### config.mk
export PLATFORM = sky130hd
export DESIGN_NAME = fcme_sqlen
export DESIGN_NICKNAME = d
export VERILOG_FILES = /design/src/fcme_pkg.sv /design/src/fcme_sqlen.sv
export SDC_FILE = /design/constraint.sdc
export NUM_CORES = 2
export LEC_CHECK = 0
export ABC_AREA = 1
export BUFFER_PORTS_ARGS = -buffer_cell sky130_fd_sc_hd__buf_2
export CELL_PAD_IN_SITES_DETAIL_PLACEMENT = 2
export CELL_PAD_IN_SITES_GLOBAL_PLACEMENT = 2
export CORE_MARGIN = 8
export CORE_UTILIZATION = 34
export DETAILED_ROUTE_END_ITERATION = 6
export GPL_TIMING_DRIVEN = 1
export PLACE_DENSITY = 0.9
export SYNTH_ARGS = -nofsm -noshare
export SYNTH_HDL_FRONTEND = slang
export SYNTH_SLANG_ARGS = --single-unit
### constraint.sdc
create_clock -name i_clk -period 8.76 [get_ports i_clk]
set_input_delay 1.752 -clock i_clk [delete_from_list [all_inputs] [get_ports i_clk]]
set_output_delay 1.752 -clock i_clk [all_outputs]
set_load 0.02 [all_outputs]
### src/fcme_pkg.sv
// shared types and constants for the face centroid and min edge block
package fcme_pkg;

    localparam int unsigned COORD_W = 32;
    localparam int unsigned SQ_W    = 64;

    typedef enum logic [0:0] {
        OP_LOAD = 1'b0,
        OP_FACE = 1'b1
    } t_op;

    typedef enum logic [2:0] {
        ST_IDLE,
        ST_READ,
        ST_EDGE,
        ST_CLOSE,
        ST_DIV,
        ST_ROOT,
        ST_OUT
    } t_state;

    typedef struct packed {
        logic signed [COORD_W-1:0] x;
        logic signed [COORD_W-1:0] y;
        logic signed [COORD_W-1:0] z;
    } t_vec;

endpackage

### src/fcme_sqlen.sv
// squared distance between two vertices, one axis per cycle, saturating
module fcme_sqlen (
    input  logic                        i_clk,
    input  logic                        i_rst_n,
    input  logic                        i_start,
    input  fcme_pkg::t_vec              i_a,
    input  fcme_pkg::t_vec              i_b,
    output logic                        o_done,
    output logic [fcme_pkg::SQ_W-1:0]   o_sq
);

    logic [1:0]                  r_axis, n_axis;
    logic                        r_busy, n_busy;
    logic [fcme_pkg::SQ_W-1:0]   r_acc, n_acc;
    logic [fcme_pkg::COORD_W:0]  r_mag, n_mag;
    logic                        r_mv;
    logic signed [fcme_pkg::COORD_W:0] w_d;
    logic [fcme_pkg::SQ_W+1:0]   w_prod;
    logic [fcme_pkg::SQ_W:0]     w_sum;
    logic signed [fcme_pkg::COORD_W-1:0] w_a, w_b;

    always_comb begin
        case (r_axis)
            2'd0:    begin w_a = i_a.x; w_b = i_b.x; end
            2'd1:    begin w_a = i_a.y; w_b = i_b.y; end
            default: begin w_a = i_a.z; w_b = i_b.z; end
        endcase
        w_d    = {w_a[fcme_pkg::COORD_W-1], w_a} - {w_b[fcme_pkg::COORD_W-1], w_b};
        n_mag  = w_d[fcme_pkg::COORD_W] ? (fcme_pkg::COORD_W+1)'(-w_d)
                                       : (fcme_pkg::COORD_W+1)'(w_d);
        w_prod = r_mag * r_mag;
        w_sum  = {1'b0, r_acc} + {1'b0, w_prod[fcme_pkg::SQ_W-1:0]};
        n_acc  = r_acc;
        if (i_start) begin
            n_acc = '0;
        end else if (r_mv) begin
            n_acc = (w_sum[fcme_pkg::SQ_W] || (|w_prod[fcme_pkg::SQ_W+1:fcme_pkg::SQ_W]))
                    ? '1 : w_sum[fcme_pkg::SQ_W-1:0];
        end
        n_busy = r_busy;
        n_axis = r_axis;
        if (i_start) begin
            n_busy = 1'b1;
            n_axis = 2'd0;
        end else if (r_busy) begin
            n_axis = r_axis + 2'd1;
            if (r_axis == 2'd2) begin
                n_busy = 1'b0;
            end
        end
    end

    always_ff @(posedge i_clk) begin
        if (!i_rst_n) begin
            r_busy <= 1'b0;
            r_axis <= '0;
            r_mv   <= 1'b0;
            o_done <= 1'b0;
        end else begin
            r_busy <= n_busy;
            r_axis <= n_axis;
            r_mv   <= r_busy;
            o_done <= r_mv && !r_busy;
        end
        r_acc <= n_acc;
        r_mag <= n_mag;
    end

    assign o_sq = r_acc;

endmodule

==> results of run 1 <==
-- cells by family after synthesis --
family | Yosys count
and+or+nand+nor | 2380
buffers and inverters | 2020
adders and majority gates | 1236
AOI/OAI and AO/OA | 454
xor gates and xnor gates | 130
DFF | 102
-- through the flow --
step                      util (%)  setup WS [ns]  instances
after floorplan                  -          0.399       6322
after detailed placement      40.3          -1.82       8790
after global placement        40.3         -0.512       8790
after CTS                     43.3         -0.491       8894
-- cells in the mapped netlist, types with 2 or more instances --
cell / count
o211ai_1: 2
o21bai_1: 29
nor4_1: 12
a211oi_1: 2
xnor2_1: 63
nor3_1: 27
o21ai_1: 6
nor2_4: 3
a21boi_1: 2
o21ai_2: 51
and3_1: 3
clkinv_1: 2
a21oi_4: 2
and2_1: 4
clkbuf_1: 159
nand2_2: 6
a22o_1: 32
o21ai_0: 81
xor2_1: 66
nor3_2: 3
or2_2: 8
nand2_1: 1571
nand4_1: 46
a21oi_1: 207
inv_1: 1835
a21boi_0: 7
ha_1: 376
buf_1: 6
dfxtp_1: 102
buf_2: 2
nor2_2: 7
a21o_1: 17
nand3_1: 204
a31oi_1: 7
nor2_1: 466
o21a_1: 4
nand3_2: 6
nand3b_1: 10
inv_2: 7
buf_6: 8
fa_1: 860
-- routing by layer --
layer  GRT usage, %  overflow
met2           89.6      2573
met4           65.4       963
met1           68.1      1112
met3           56.1       769
met5           42.4       106
-- what timing repair did --
action                     CTS
cloned                       9
pin swaps                  199
buffers inserted            82
resized for setup          810
setup endpoints to repair   64
hold endpoints to repair     0
==> results.json, run 1 <==
{
  "num_io_pins": 260,
  "dpl_cell_area_um2": 53100,
  "grt_use_total_pct": 70.5,
  "grt_max_degree": 66,
  "synth.ff_latch_count": 102,
  "ys_async_sr_fraction_pct": 0,
  "synth-xor-area-share_pct": 2.56,
  "grt_pass1_vias": 75300,
  "synth_mux_area_share_pct": 0,
  "yosysWarnings": 0,
  "synth_compound_area_share_pct": 6.18,
  "grt_overflow_total": 5523,
  "htree_levels": 3,
  "hpwl_mm": 241,
  "port-buffer-count": 259,
  "postSynthCellCount": 6322,
  "synth_edf_count": 0,
  "synth_ff_type": "dfxtp_1",
  "status": "did not finish",
  "cts.sinks": 102,
  "haltStage": "global routing (5_1_grt)",
  "cts.path.max_buffers": 2,
  "synth-simple-area-share_pct": 21.2,
  "grt_pass1_wl_mm": 714,
  "synth.distinct_cells": 52,
  "syn_nets": 7753,
  "die_h_um": 380,
  "gp_congestion": 0.924,
  "initial_core_util_pct": 34.3,
  "synth_top_family_by_area": "adder cells",
  "synth_area_leaders": "fa_1 38%, inv_1 15%, nand2_1 13%, ha_1 10%, dfxtp_1 4.5%",
  "synth_fa_ha_area_share_pct": 48.6,
  "holdBufCountCts": 0,
  "cts_buffers": 9,
  "die_w_um": 380,
  "yosysTopAreaCell": "fa_1",
  "row_count": 133,
  "clock-root-buffer": "clkbuf_16",
  "post-synth-top-area-fraction_pct": 38.2,
  "ys_seq_area_share_pct": 4.52,
  "error_line": "[ERROR GRT-0116] Global routing finished with congestion. Check the congestion regions in the DRC Viewer.",
  "synth.avg_cell_area_um2": 7.14,
  "synth_area_um2": 45100
}
==> run 2: changes to the inputs <==
--- a/config.mk
+++ b/config.mk
@@ -7,13 +7,11 @@
 export LEC_CHECK = 0
 export ABC_AREA = 1
 export BUFFER_PORTS_ARGS = -buffer_cell sky130_fd_sc_hd__buf_2
-export CELL_PAD_IN_SITES_DETAIL_PLACEMENT = 2
-export CELL_PAD_IN_SITES_GLOBAL_PLACEMENT = 2
 export CORE_MARGIN = 8
-export CORE_UTILIZATION = 34
+export CORE_UTILIZATION = 40
 export DETAILED_ROUTE_END_ITERATION = 6
 export GPL_TIMING_DRIVEN = 1
-export PLACE_DENSITY = 0.9
+export PLACE_DENSITY_LB_ADDON = 0.15
 export SYNTH_ARGS = -nofsm -noshare
 export SYNTH_HDL_FRONTEND = slang
 export SYNTH_SLANG_ARGS = --single-unit
==> constraint.sdc (replaced) <==
create_clock -name i_clk -period 11.4 [get_ports i_clk]
set_input_delay 2.28 -clock i_clk [delete_from_list [all_inputs] [get_ports i_clk]]
set_output_delay 2.28 -clock i_clk [all_outputs]
set_load 0.02 [all_outputs]
==> run 2 against run 1 <==
Compared with the run above:
- the flow now finishes without violations
- synthesized cell count is the same
- synthesized area is the same
==> results.json, run 2 <==
{
  "ys_seq_area_share_pct": 4.52,
  "worst_slack_ns": 0.639,
  "crit_family": "adder cells",
  "grt_pass1_wl_mm": 221,
  "grt_use_total_pct": 22.8,
  "drtIter0Drc": 2635,
  "synth_edf_count": 0,
  "num_io_pins": 260,
  "die_h_um": 352,
  "dp_slack_ns": 0.708,
  "critical-path-max-stage-delay_ns": 0.83,
  "avgRoutedWirePerCell_um": 17.6,
  "ys_async_sr_fraction_pct": 0,
  "die_w_um": 352,
  "reg2reg_depth": 44,
  "drc": 0,
  "postSynthCellCount": 6322,
  "initial_core_util_pct": 40.2,
  "period_needed_ns": 10.76,
  "finClkSkew_ns": 0.0172,
  "placed_cells": 7967,
  "vias": 38400,
  "gp_congestion": 0.978,
  "holdBufCountCts": 0,
  "cts_setup_buffers": 0,
  "path_max_fanout": 52,
  "dpl_cell_area_um2": 48100,
  "final_cells": 7983,
  "synth.avg_cell_area_um2": 7.14,
  "cp_data_arrival_time_ns": 11.11,
  "cts_buffers": 9,
  "status": "finished, final reports clean",
  "grt_max_degree": 100,
  "clkTransAtPathRegs_ns": 0.09,
  "synth_ff_type": "dfxtp_1",
  "wl_mm": 141,
  "grt_pass1_vias": 39500,
  "path_buf_inv": 13,
  "final_common_cell": "inv_1",
  "htree_levels": 3,
  "worstPathRequired_ns": 11.75,
  "setup_viol": 0,
  "period_share_pct": 94.4,
  "nets": 7909,
  "synth_area_leaders": "fa_1 38%, inv_1 15%, nand2_1 13%, ha_1 10%, dfxtp_1 4.5%",
  "synth_area_um2": 45100,
  "rsz0062_at_grt": "no",
  "crit_top_cell": "inv_1",
  "port-buffer-count": 259,
  "crit_type": "reg -> reg",
  "drive_above_1_share_pct": 6.76,
  "hold_path.class": "reg -> reg",
  "cts.path.max_buffers": 2,
  "antenna_found_initial": 0,
  "crit_slowest_cell": "dfxtp_1",
  "cts.sinks": 102,
  "synth.distinct_cells": 52,
  "fmax_mhz": 92.9,
  "worstHoldPathCells": 2,
  "final_cell_mix": "1835 x inv_1, 1571 x nand2_1, 860 x fa_1",
  "row_count": 123,
  "worst_setup_path_end_kind": "register",
  "insertion_delay_ns": 0.41,
  "dieArea_um2": 124000,
  "drt-pass1-iter-count": 6,
  "postRouteAntennaNets": 0,
  "clock-root-buffer": "clkbuf_16",
  "drv_slew": 0,
  "critPathLaunchType": "register",
  "cts_tree": "built",
  "largest_reg_flops": 64,
  "yosysWarnings": 0,
  "synthMostInstantiatedCell": "inv_1",
  "fin_tns_setup_ns": 0,
  "area_delta_synth_final_pct": 7.24,
  "cts_resized": 0,
  "final_area_um2": 48400,
  "hpwl_mm": 124,
  "yosysTopAreaCell": "fa_1",
  "slew-limit-headroom_pct": 21.6,
  "worst_slew_pin_slew_ns": 1.17,
  "hold_viol": 0,
  "cap_viol_max_count": 0,
  "cp_num_cells": 44,
  "synth.ff_latch_count": 102,
  "viasPerCell": 4.81,
  "grt_overflow_total": 0,
  "diodes": 0,
  "syn_nets": 7753,
  "core_region_area_um2": 112000,
  "post-synth-top-area-fraction_pct": 38.2,
  "ys_top_cells_by_count": "1835 x inv_1, 1571 x nand2_1, 860 x fa_1, 466 x nor2_1, 376 x ha_1"
}
run 2: cell counts after synthesis:
Identical to the previous run, type by type.
run 2: worst paths after layout:
| kind | slack, ns | from | endpoint |
|---|---|---|---|
| max | 0.64 | r_mag[6]$_DFF_P_ | o_sq[0]$_SDFFE_PP0P_ |
| min | 0.50 | r_axis[0]$_SDFFE_PP0P_ | r_axis[0]$_SDFFE_PP0P_ |
| max reg2reg | 0.64 | r_mag[6]$_DFF_P_ | o_sq[0]$_SDFFE_PP0P_ |
| min reg2reg | 0.50 | r_axis[0]$_SDFFE_PP0P_ | r_axis[0]$_SDFFE_PP0P_ |
run 2: logic make-up (layout without fill, tap and decap cells):
kind of cell    count (synthesis)  after routing  synth area share, %
xor+xnor                      130            130                 2.56
buf+inv                      2020           2181                 16.9
compound gates                454            454                 6.18
simple gates                 2380           2380                 21.2
fa+ha+maj                    1236           1236                 48.6
flops                         102            102                 4.52
run 2: routing by layer:
layer	part of all wire (%)	routed length (um)	vias up	track usage [%]
met5	0	0	-	0
met4	1.6	2210	0	3.75
met3	4.9	6940	116	2.37
met2	48	67500	1024	38.8
met1	45	63800	18600	31.8
li1	-	-	18700	-
run 2: final cells by class:
type	count	area (um2)
inverters	1844	6920
flip-flops and latches	102	2050
multi-input cells	4200	35400
repair buffers	321	1770
clock buffers	9	225
well taps	1500	1880
clock inverters	7	101
fillers	11900	63800
run 2: per-stage QoR:
| step | hold slack (ns) | util, % |
|---|---|---|
| after CTS | 0.496 | 43.1 |
| final | 0.496 | 43.1 |
| after global placement | 0.476 | 42.8 |
| after detailed placement | 0.475 | 42.8 |
| after global routing | 0.528 | 43.1 |
| after floorplan | 0.442 | - |
run 2: tightest hold or removal path, stage by stage, from the launching register on:
cell and delay (ns):
dfxtp_1 0.34, nand2_1 0.07, a21oi_1 0.06
Power of run 2 is not shown: default switching activity piles up to over one toggle a cycle in this logic, so the estimate is an artifact.
