**config.mk**
```make
export PLATFORM = sky130hd
export DESIGN_NAME = fcme_divroot
export DESIGN_NICKNAME = d
export VERILOG_FILES = /design/src/fcme_pkg.sv /design/src/fcme_divroot.sv
export SDC_FILE = /design/constraint.sdc
export NUM_CORES = 1
export LEC_CHECK = 0
export BUFFER_PORTS_ARGS = -buffer_cell sky130_fd_sc_hd__buf_2
export CORE_MARGIN = 5
export CORE_UTILIZATION = 55
export DETAILED_ROUTE_END_ITERATION = 12
export GPL_TIMING_DRIVEN = 0
export PLACE_DENSITY = 0.74
export SYNTH_ARGS = -nofsm -noshare
export SYNTH_HDL_FRONTEND = slang
export SYNTH_SLANG_ARGS = --single-unit
```
**constraint.sdc**
```tcl
create_clock -name i_clk -period 9.1 [get_ports i_clk]
set_clock_uncertainty 0.1 [all_clocks]
set_input_delay 1.365 -clock i_clk [delete_from_list [all_inputs] [get_ports i_clk]]
set_output_delay 1.365 -clock i_clk [all_outputs]
set_load 0.01 [all_outputs]
```
**src/fcme_pkg.sv**
```systemverilog
// shared types and constants for the face centroid and min edge block
package fcme_pkg;

    localparam int unsigned COORD_W = 32;
    localparam int unsigned SQ_W    = 64;

    typedef enum logic [0:0] {
        OP_LOAD = 1'b0,
        OP_FACE = 1'b1
    } t_op;

    typedef enum logic [2:0] {
        ST_IDLE,
        ST_READ,
        ST_EDGE,
        ST_CLOSE,
        ST_DIV,
        ST_ROOT,
        ST_OUT
    } t_state;

    typedef struct packed {
        logic signed [COORD_W-1:0] x;
        logic signed [COORD_W-1:0] y;
        logic signed [COORD_W-1:0] z;
    } t_vec;

endpackage

```
**src/fcme_divroot.sv**
```systemverilog
// shared restoring divider and integer square root, one bit per cycle
module fcme_divroot (
    input  logic                       i_clk,
    input  logic                       i_rst_n,
    input  logic                       i_div_start,
    input  logic signed [39:0]         i_num,
    input  logic [6:0]                 i_den,
    input  logic                       i_root_start,
    input  logic [fcme_pkg::SQ_W-1:0]  i_rad,
    output logic                       o_done,
    output logic [fcme_pkg::COORD_W-1:0] o_res
);

    logic                 r_busy, r_root, r_neg;
    logic [5:0]           r_cnt;
    logic [65:0]          r_rem;
    logic [63:0]          r_q;
    logic [63:0]          r_n;
    logic [6:0]           r_den;
    logic [65:0]          w_trial;
    logic [65:0]          w_rem_sh;
    logic [39:0]          w_abs;
    logic [31:0]          w_root;

    assign w_abs = i_num[39] ? 40'(-i_num) : 40'(i_num);

    always_comb begin
        if (r_root) begin
            w_rem_sh = {r_rem[63:0], r_n[63:62]};
            w_trial  = w_rem_sh - {r_q[63:0], 2'b01};
        end else begin
            w_rem_sh = {r_rem[64:0], r_n[63]};
            w_trial  = w_rem_sh - 66'(r_den);
        end
        w_root = r_q[31:0];
    end

    always_ff @(posedge i_clk) begin
        if (!i_rst_n) begin
            r_busy <= 1'b0;
            o_done <= 1'b0;
        end else begin
            o_done <= 1'b0;
            if (i_div_start || i_root_start) begin
                r_busy <= 1'b1;
            end else if (r_busy) begin
                if (r_cnt == 6'd0) begin
                    r_busy <= 1'b0;
                    o_done <= 1'b1;
                end
            end
        end
        if (i_div_start) begin
            r_root <= 1'b0;
            r_neg  <= i_num[39];
            r_n    <= {w_abs, 24'd0};
            r_den  <= i_den;
            r_rem  <= '0;
            r_q    <= '0;
            r_cnt  <= 6'd39;
        end else if (i_root_start) begin
            r_root <= 1'b1;
            r_neg  <= 1'b0;
            r_n    <= i_rad;
            r_rem  <= '0;
            r_q    <= '0;
            r_cnt  <= 6'd31;
        end else if (r_busy) begin
            r_cnt <= r_cnt - 6'd1;
            if (r_root) begin
                r_n <= {r_n[61:0], 2'b00};
            end else begin
                r_n <= {r_n[62:0], 1'b0};
            end
            if (!w_trial[65]) begin
                r_rem <= w_trial;
                r_q   <= {r_q[62:0], 1'b1};
            end else begin
                r_rem <= w_rem_sh;
                r_q   <= {r_q[62:0], 1'b0};
            end
        end
    end

    assign o_res = r_root ? w_root : (r_neg ? 32'(-r_q[31:0]) : r_q[31:0]);

endmodule

```
# [Word-level counts from Yosys, hierarchy flattened]
# Index checks and enable logic that the tools add are counted.
[classes] add_sub_neg=5 n_mux=19 n_bitwise=2 n_reduce_logical=7
[op_table] cell="$mux W64" count=4
[op_table] cell="$mux W65" count=2
[op_table] cell="$mux W66" count=1
[op_table] cell="$sub A66 B66 Y66" count=1
[op_table] cell="$sub A66 B7 Y66" count=1
[op_table] cell="$mux W32" count=2
[op_table] cell="$mux W40" count=1
[op_table] cell="$neg A40 Y40" count=1
[op_table] cell="$neg A32 Y32" count=1
[op_table] cell="$mux W6" count=2
[op_table] cell="$mux W1" count=7
[op_table] cell="$logic_not A6 Y1" count=1
[op_table] cell="$sub A6 B1 Y6 const B" count=1
[op_table] cell="$reduce_bool A2 Y1" count=2
[op_table] cell="$reduce_bool A3 Y1" count=1
[op_table] cell="$reduce_or A3 Y1" count=1
[op_table] cell="$not A1 Y1" count=2
[op_table] cell="$reduce_or A2 Y1" count=1
[op_table] cell="$logic_or A1 B1 Y1" count=1
[totals] regBits=210 inputBits=115 out_inout_bits=33 elab_cells=44

# [Longest topological paths before layout]
[depth] word_depth=4 ltp_mapped=17 mapped_depth_nobuf=14

# [Worst setup path before layout]
# No wires, ideal clock.
[synth_path] kind="input-to-reg" startpoint="input port i_num[9]" endpoint="register r_n[61] (data pin)" setup_ns=0.268 arrival_time_ns=4.485 required_time_ns=8.732 path_slack_ns=4.247 stages=10 path_buffers=0 path_cell_list="or4_4 or4_4 or3_4 or4_4 or2_4 nand2b_4 or4_4 o31ai_4 xor2_1 a21oi_1"
[synth_between] elab_chain_len=3
[synth_lines] item="from (decl)" line_no="fcme_divroot.sv:6" source="input logic signed [39:0] i_num,"
[synth_lines] item="$neg A40 Y40" line_no="fcme_divroot.sv:25" source="assign w_abs = i_num[39] ? 40'(-i_num) : 40'(i_num);"
[synth_lines] item="$mux W40" line_no="fcme_divroot.sv:25"
[synth_lines] item="$mux W64" line_no="fcme_divroot.sv:53" source="if (i_div_start) begin"
[synth_lines] item="to (signal assigned)" line_no="fcme_divroot.sv:56" source="r_n <= {w_abs, 24'd0};"
[synth_lines] item="to (signal assigned)" line_no="fcme_divroot.sv:64" source="r_n <= i_rad;"
[synth_lines] item="to (signal assigned)" line_no="fcme_divroot.sv:71" source="r_n <= {r_n[61:0], 2'b00};"
[synth_lines] item="to (decl)" line_no="fcme_divroot.sv:18" source="logic [63:0] r_n;"
# Every way passes these cells.
# A chain may end at the register's enable or synchronous reset.

# [Worst setup path after layout]
[layout_path] startpoint="register r_root" endpoint="output port o_res[30] (netlist bit)"
[layout_between] elab_chain_len=1
[layout_lines] item="from (decl)" line_no="fcme_divroot.sv:14" source="logic r_busy, r_root, r_neg;"
[layout_lines] item="from (signal assigned)" line_no="fcme_divroot.sv:54" source="r_root <= 1'b0;"
[layout_lines] item="from (signal assigned)" line_no="fcme_divroot.sv:62" source="r_root <= 1'b1;"
[layout_lines] item="$mux W32" line_no="fcme_divroot.sv:85" source="assign o_res = r_root ? w_root : (r_neg ? 32'(-r_q[31:0]) : r_q[31:0]);"
[layout_lines] item="to (decl)" line_no="fcme_divroot.sv:11" source="output logic [fcme_pkg::COORD_W-1:0] o_res"
# Every way passes these cells.

==> metrics.md <==
| Metric | Value |
|---|---|
| Min-delay src | `r_cnt[1]` |
| P&R area growth vs syn | `12.4%` |
| Setup CP Type | `register to output pin` |
| Worst-path clk slew | `around 0.06 ns` |
| Layout Cells excl Fill | `approximately 2700` |
| Yosys cell types | `90` |
| #FFs+latches synth | `between 200 and 250` |
| DRT Pass-1 Iters | `6` |
| First-pass GRT wire length | `86500 µm` |
| RSZ-0062 raised after global routing | `no` |
| Worst path slowest cell | `clkbuf_1` |
| Final Hold Viols | `0` |
| Worst r2r dst | `r_rem[20]` |
| Fmax | `197 MHz` |
| Crit. End Element | `output pin` |
| CP peak stage delay | `0.55 ns` |
| Total wire length | `55000 µm` |
| R2R depth | `15` |
| CTS tree | `yes` |
| Clock Sinks | `210` |
| Final HPWL DP | `41200 µm` |
| Minimum clock period | `5.09 ns` |
| Area of the mapped netlist | `0.0168 mm²` |
| Aggregate negative setup slack | `0 ns` |
| Status | `complete, no violations` |
| Main synth FF type | `dfxtp_1` |
| Maxcap violations | `0` |
| Routability cong. | `0.981` |
| Synth warnings | `0` |
| Vias in the first global route | `16400` |
| Rel. slew slack | `0.116` |
| GRT Total Usage | `0.311` |
| Die Footprint | `0.0341 mm²` |
| DRC Markers | `0` |
| Final net count | `~2500` |
| Async set or reset register ratio after synthesis | `0` |
| Resized cells post-CTS | `0` |
| Via Count | `approximately 17000` |
| Hold Buf Count CTS | `0` |
| Global route overflow | `0` |
| Layout cells sized above 1 | `0.102` |
| Die width | `between 150 and 200 µm` |
| # H-tree levels | `1` |
| Clock root cell | `clkbuf_16` |
| Longest Clk Path Bufs | `3` |
| Part of the cycle the worst path needs | `0.559` |
| Top-area cell type share of the netlist area | `0.193` |
| Dpl cell area | `0.0180 mm²` |
| TritonCTS Buffers | `26` |
| Worst reg2reg setup slack | `4.18 ns` |
| Hold Crit Class | `register to register` |
| Io pins | `148` |
| WL/cell | `around 20 µm` |
| Crit start category | `register` |
| Die H | `185 µm` |
| Starting Density | `0.553` |
| Max Slew Vio Count | `0` |
| Initial DRC Count | `roughly 1500` |
| Synth top area cells | `dfxtp_1 (19%), mux2i_1 (8.9%), edfxtp_1 (8.6%)` |
| Fillers | `2743` |
| Port-buffer cells | `146` |
| Core Area | `0.0303 mm²` |
| Vias per inst | `6.32` |
| Final setup viols | `0` |
| Hold Path Cell Cnt | `2` |
| Slew @ Worst Pin | `1.32 ns` |
| Most frequent cells in the layout | `nor2_1 (271), a21oi_1 (200), nand2_1 (177)` |
| CP required | `about 7.6 ns` |
| RR Startpoint | `r_rem[54]` |
| Post-route ant nets | `0` |
| Post-CTS setup buffer count | `0` |
| Pin count of the biggest net entering global routing | `42` |
| Post-synth EDFFs | `48` |
| Synth area leader | `dfxtp_1` |
| Buffers and inverters on the worst path | `6` |
| Initial antenna violation count | `4` |
| Post-synthesis net count | `2325` |
| Seq/Total Area, Yosys | `0.279` |
| CP top delay family | `buffers and inverters` |
| Placement row count | `64` |
| Commonest non-fill, non-tap cell in the layout | `nor2_1` |
| WP data arrival | `3.62 ns` |
| Mean cell area of the mapped netlist | `7.86 µm²` |
| Inst Count DP | `around 2700` |
| Worst Path Max Fanout | `10` |
| Clock insertion delay at the later pin of the skew report | `approximately 0.55 ns` |
| End of the worst hold path | `r_cnt[1]` |
| Final instance area | `0.0189 mm²` |
| Top cell by count, worst path | `clkbuf_1` |
| Mapped Cells | `2135` |
| CP cell instances | `clkbuf_1 -> clkbuf_1 -> inv_1 -> buf_1 -> nand2_1 -> clkbuf_1 -> a21oi_1 -> xnor2_1 -> buf_2` |
[sequential cells by signal, indices dropped and copies added (netlist names)]
register / count
r_rem: 65
r_n: 64
o_done: 1
r_q: 64
r_cnt: 6
r_root: 1
r_neg: 1
r_busy: 1
r_den: 7
[synth_stat cells, types with 9 or more instances]
master,count
nor2_1,271
a21oi_1,200
nand2_1,177
dfxtp_1,162
mux2i_1,150
o21ai_0,108
inv_1,107
xnor2_1,100
clkbuf_1,99
xor2_1,84
ha_1,74
a211oi_1,61
edfxtp_1,48
nor3_1,37
nand4_1,26
nand3_1,24
o21bai_1,22
o31ai_1,22
a21o_1,21
buf_1,21
or3_1,21
nor4_1,20
a31oi_1,18
o211ai_1,17
or4_1,13
o21a_1,12
and3_1,11
mux2_2,10
nor2b_1,10
a222oi_1,9
nand2b_1,9
o221ai_1,9
[through the flow]
stage,setup WS [ns],utilization,hold WS [ns]
floorplan,4.25,-,0.368
global placement,3.99,0.594,0.390
detailed placement,3.97,0.594,0.395
global route,3.91,0.622,0.452
CTS,4.10,0.622,0.412
finish,4.01,0.622,0.409
[worst max-delay path by stage]
stage             start        end  slack, ns  depth (start not counted)
2_1_floorplan  i_num[9]    r_n[61]       4.25                         10
3_3_place_gp   i_num[9]    r_n[61]       3.99                         11
3_5_place_dp   i_num[7]    r_n[61]       3.97                         11
4_1_cts          r_root  o_res[30]       4.10                          9
5_1_grt          r_root  o_res[30]       3.91                          9
6_report         r_root  o_res[30]       4.01                          9
[routing by layer]
| layer | global-route usage | vias to the layer above | routed length (µm) |
|---|---|---|---|
| met5 | 0 | - | 40 |
| met4 | 0.119 | 8 | 2260 |
| met3 | 0.0598 | 181 | 5400 |
| met2 | 0.507 | 889 | 24600 |
| met1 | 0.410 | 8048 | 22600 |
| li1 | - | 8094 | - |
[worst min-delay path, cell delays in order, from the launching register on]
cell and delay [ns]:
dfxtp_1 0.34, o21ai_0 0.08, nand2_1 0.06
[area by class of cell]
cell class / instances / area [µm²] / area share
Clock buffer: 40 / 785 / 0.0416
Antenna cell: 1 / 2.50 / 0.000133
Tap cell: 396 / 495 / 0.0262
Multi-Input combinational cell: 1686 / 11200 / 0.592
Sequential cell: 210 / 4680 / 0.248
Clock inverter: 7 / 76.3 / 0.00404
Buffer: 132 / 534 / 0.0283
Inverter: 107 / 402 / 0.0213
Timing Repair Buffer: 146 / 731 / 0.0387
[kinds of logic after synthesis]
group	Yosys count	share of synthesized area
buffers and inverters	239	0.0557
xor gates and xnor gates	184	0.0960
DFF	210	0.279
AOI/OAI and AO/OA	603	0.232
muxes	162	0.0988
adders and majority gates	75	0.0563
and+or+nand+nor	662	0.182
Power is left out: the tool's default activity adds up to more than one toggle a clock period on the data nets, which glitch-free logic cannot reach.
